===== src/gbm_pkg.sv =====
// shared types and constants of the group-by min/max/sum/count engine
// used by gbm_table, gbm_update and group_by_min_max_sum_count
package gbm_pkg;

    localparam int YEAR_SLOTS = 64;
    localparam int SLOT_W     = $clog2(YEAR_SLOTS);
    localparam int KEY_W      = 16;
    localparam int SCORE_W    = 32;
    localparam int SUM_W      = 64;
    localparam int CNT_W      = 32;
    localparam int IN_DATA_W  = KEY_W + SCORE_W;
    localparam int OUT_DATA_W = KEY_W + 2 * SCORE_W + SUM_W + CNT_W;

    localparam logic [KEY_W-1:0] BASE_YEAR_RESET = 16'd2000;

    typedef logic [SLOT_W-1:0] slot_t;

    typedef logic [1:0] status_t;
    localparam status_t STATUS_ENTRY = 2'd0;
    localparam status_t STATUS_RANGE = 2'd1;
    localparam status_t STATUS_EMPTY = 2'd2;

    localparam logic OP_RECORD = 1'b0;
    localparam logic OP_DUMP   = 1'b1;

    typedef struct packed {
        logic signed [SCORE_W-1:0] min_score;
        logic signed [SCORE_W-1:0] max_score;
        logic signed [SUM_W-1:0]   sum_score;
        logic [CNT_W-1:0]          record_count;
    } entry_t;

endpackage


===== src/gbm_update.sv =====
// folds one score into a slot entry: min, max, 64-bit sum, saturating count
// depends on gbm_pkg
module gbm_update
    import gbm_pkg::*;
(
    input  entry_t                    cur,
    input  logic                      first,
    input  logic signed [SCORE_W-1:0] score,
    output entry_t                    upd
);

    logic signed [SUM_W-1:0] score_ext;

    assign score_ext = SUM_W'(score);

    always_comb
    begin
        if (first)
        begin
            upd.min_score    = score;
            upd.max_score    = score;
            upd.sum_score    = score_ext;
            upd.record_count = CNT_W'(1);
        end
        else
        begin
            upd.min_score    = (score < cur.min_score) ? score : cur.min_score;
            upd.max_score    = (cur.max_score < score) ? score : cur.max_score;
            upd.sum_score    = cur.sum_score + score_ext;
            upd.record_count = (cur.record_count == '1) ? cur.record_count
                                                        : cur.record_count + CNT_W'(1);
        end
    end

endmodule


===== config.mk =====
export PLATFORM = sky130hd
export DESIGN_NAME = gbm_update
export DESIGN_NICKNAME = d
export VERILOG_FILES = /design/src/gbm_pkg.sv /design/src/gbm_update.sv
export SDC_FILE = /design/constraint.sdc
export NUM_CORES = 1
export LEC_CHECK = 0
export ABC_AREA = 1
export ABC_CLOCK_PERIOD_IN_PS = 3390
export BUFFER_PORTS_ARGS = -buffer_cell sky130_fd_sc_hd__clkbuf_2
export CAP_MARGIN = 5
export CELL_PAD_IN_SITES_DETAIL_PLACEMENT = 0
export CELL_PAD_IN_SITES_GLOBAL_PLACEMENT = 1
export CORE_MARGIN = 2
export CORE_UTILIZATION = 33
export DETAILED_ROUTE_END_ITERATION = 8
export MAX_ROUTING_LAYER = met4
export PLACE_DENSITY_LB_ADDON = 0.25
export SYNTH_ARGS = -nofsm -noshare
export SYNTH_HDL_FRONTEND = slang
export SYNTH_SLANG_ARGS = --single-unit

===== constraint.sdc =====
create_clock -name vclk -period 3.39
set_input_delay 0.678 -clock vclk [all_inputs]
set_output_delay 0.678 -clock vclk [all_outputs]
set_load 0.05 [all_outputs]

* Yosys cells after proc, flatten, opt, wreduce, memory -nomap -nowiden
Index checks and enable logic that the tools add are counted.
** Cells by class
- Add/subtract/negate cells :: 2
- Multiply operators :: 0
- Divide/modulo/power cells :: 0
- Magnitude comparators :: 2
- Eq/ne operators :: 1
- Shift operators :: 0
- Muxes and demuxes :: 4
- Bitwise gates (word level) :: 0
- Reduce and logical (&&, ||, !) cells :: 0
** Operators with widths (number)
- 160-bit 2-to-1 mux :: 1
- 32-bit 2-to-1 mux :: 3
- 64-bit by 32-bit adder with 64-bit output :: 1
- 32-bit < comparator :: 2
- 32-bit by 1-bit adder with 32-bit output (second input constant) :: 1
- 32-bit equality test (second input constant) :: 1
** Storage, ports and cells
- Register bits :: 0
- Latch bits :: 0
- Bits in writable memories :: 0
- ROM bits :: 0
- Input port bits :: 193
- Output and inout bits :: 160
- Word-level logic and storage cells :: 9
- Memories kept :: 0

* Longest topological paths before layout
- Depth in word-level cells :: 3
- Depth in mapped cells :: 17
- Depth with buffers taken out :: 16

* Least setup slack after synthesis
Ideal clock, no wire load.
- Path kind :: input-to-output
- Start :: input port cur[32] (netlist name)
- End :: output port upd[50] (netlist name)
- Arrival time :: 3.106 ns
- Data required time :: 2.712 ns
- Path slack :: -0.394 ns
- Cell stages on the path :: 12
- Buffers on the path :: 0
- Path through :: ha_1 -> fa_1 -> nand3_1 -> nand2_1 -> nand2_1 -> nand2_1 -> nand2_1 -> nand2_1 -> nand3_1 -> nand2_1 -> xnor2_1 -> o21ai_0
** RTL lines
- from (decl) :: RTL line gbm_update.sv:6 : input entry_t cur,
- to (decl) :: RTL line gbm_update.sv:9 : output entry_t upd

==> results by group <==
Placement
  – IO buf count: 353
  – Area after DPL: ~14,000 um^2
  – GPL Wtd Cong: 0.9786
  – Inst Count DP: ~2,800
  – Dpl hpwl: 38,680 um

Critical path
  – Critical path buffers and inverters: 7
  – CP cell instances: clkbuf_16 -> buf_12 -> buf_6 -> inv_4 -> ha_4 -> nand2_4 -> nor2_4 -> nand4_1 -> nor4_2 -> nand2_2 -> nand3_4 -> buf_12 -> buf_16 -> nand4_1 -> nand2_4 -> buf_8
  – Critical path's top delay family: simple AND/OR/NAND/NOR gates
  – Crit. path cell count: 16
  – Crit-path slowest cell: nor4_2
  – CP max stage delay: 0.29 ns
  – Worst EP arrival: 2.94 ns
  – Critical path type: in2out
  – Critical Path RT: 2.71 ns
  – Worst setup EP type: output port
  – CP Launch Type: input pin
  – Crit path max fanout: 10

Final layout
  – Fin util: 62.91%
  – Nets: 2,780
  – Commonest non-fill, non-tap cell in the layout: nand2_1
  – Layout cells sized above 1: 42.84%
  – FFs & Latches: 0
  – Final Instance Area: 17,530 um^2
  – Fill cells: 2,698
  – Finished Layout Cells: approximately 2,800
  – Syn-to-layout area delta: 87.01%
  – Clk_buf instances: 0
  – Commonest non-fill, non-tap cells in the layout: 516 x nand2_1, 314 x inv_1, 210 x buf_4
  – Register area: 0 um^2

Power and ir drop
  – Power per cell area: 244.8 nW/um^2
  – Peak supply drop: 129.9 uV
  – Lkg Pwr: 9.385 nW

Yosys
  – Netlist cell types: 37
  – Syn nets: 2,231
  – Yosys warning count: 0
  – Register area share after synthesis: 0%
  – Avg Cell Area, Syn: between 4 and 5 um^2
  – Mapped cell area: roughly 9400 um^2
  – Mapped Cells: 1,911

Drt
  – Wire per inst: 17.55 um
  – Antenna viol nets, final: 0
  – Drt first pass iters: 5
  – Drt via density: just over 5
  – Via Count: approximately 14,000
  – DRC errors left: 0
  – Initial DRC count: between 800 and 900
  – Final wirelength: 49,790 um

GRT
  – Gr usage total: between 30 and 40%
  – Grt total ovfl: 0
  – Largest net degree at the start of global routing: 62
  – Vias in the first global route: 13,880
  – Initial antenna violation count: 1
  – First-pass GRT wire length: 73,510 um

Hold path
  – Min-Delay Path Class: in2out
  – Hold Path Depth: 4

Floorplan
  – Die ar.: 29,760 um^2
  – Core Footprint: 27,860 um^2
  – Cell Rows: 61
  – Die span in y: 172.5 um
  – Initial Utilization: 33.64%
  – Die width: 172.5 um
  – Top Ports: 353

STA
  – Max-slew violation count: 0
  – Final period util: 106.8%
  – Rel. slew slack: 68.96%
  – Worst hold margin: 1.743 ns
  – Fin crit period: ~3.6 ns
  – Finish-stage setup viols: 72
  – Worst setup margin: -0.2298 ns
  – Fmax: 276.3 MHz
  – RSZ-0062 raised after global routing: true
  – Slew of the pin with the lowest slew margin: 0.4621 ns
  – Final Hold Vio Count: 0

Outcome
  – Failing checks: negative setup slack
  – Outcome: complete, but fails checks

Flow run
  – Max-Cap Viols: 0

CTS
  – # hold bufs at CTS: 0
-- synth_stat cells (16+ instances only) --
| master | instances | area, um^2 |
|---|---|---|
| a21oi_1 | 115 | 575.6 |
| clkbuf_1 | 26 | 97.59 |
| ha_1 | 126 | 1577 |
| inv_1 | 337 | 1265 |
| nand2_1 | 735 | 2759 |
| nand3_1 | 91 | 455.4 |
| nand3b_1 | 16 | 120.1 |
| nand4_1 | 78 | 488.0 |
| nor2_1 | 166 | 623.1 |
| nor3_1 | 27 | 135.1 |
| o21ai_0 | 85 | 425.4 |
| xnor2_1 | 28 | 245.2 |
| xor2_1 | 18 | 157.7 |
-- through the flow --
step	power [mW]	setup slack, ns	setup TNS [ns]
finish	4.290	-0.2298	-8.067
global route	4.532	-0.3490	-15.00
CTS	3.889	-0.1085	-5.046
detailed placement	3.375	-0.2832	-15.08
global placement	3.356	-0.2133	-9.800
floorplan	1.930	-0.01676	-0.01676
-- report_power, final --
part	switching (mW)	leakage [nW]	internal (mW)
Sequential	0	0	0
Combinational	2.51	9.39	1.78
Clock	0	0.00000634	0.0000000396
Total	2.51	9.39	1.78
-- worst min-delay path, delay by kind of cell --
family | cells | cell delay [ns]
buf+inv | 2 | 0.23
simple gates | 2 | 0.15
-- cells by family (layout without fill, tap and decap cells) --
kind of cell	count (synthesis)	count (layout)	synth area share [%]
AND/OR/NAND/NOR	1132	1132	50.52
buffers and inverters	384	931	15.78
AO/OA/AOI/OAI	222	222	12.36
adder cells (fa/ha/maj)	127	127	17.04
XOR/XNOR	46	46	4.299
other	0	1	0
-- final cells by class --
| class | instances | area [um^2] | share of cell area [%] |
|---|---|---|---|
| diodes | 1 | 2.502 | 0.01428 |
| inverters | 340 | 1287 | 7.346 |
| multi-input cells | 1527 | 10160 | 57.98 |
| well taps | 378 | 473.0 | 2.699 |
| repair buffers | 591 | 5602 | 31.96 |
-- path summary, 6_finish.rpt --
path              startpoint  slack [ns]        to
setup / recovery   score[31]       -0.23  upd[107]
hold / removal      cur[101]        1.74  upd[101]
-- repair_timing --
action                     CTS  global route
resized for setup          383           436
setup buffers               18            12
pin swaps                   45            88
setup endpoints to repair  105           114
cloned                       9             4
-- routing by layer --
layer / up-vias / track usage, % / share of wire, %
met4: 0 / 7.443 / 3.9
met3: 134 / 1.525 / 4.3
li1: 7172 / - / -
met1: 6674 / 37.72 / 42
met2: 504 / 56.22 / 49
met5: - / - / 0
Power figures use the tool's default switching activity.
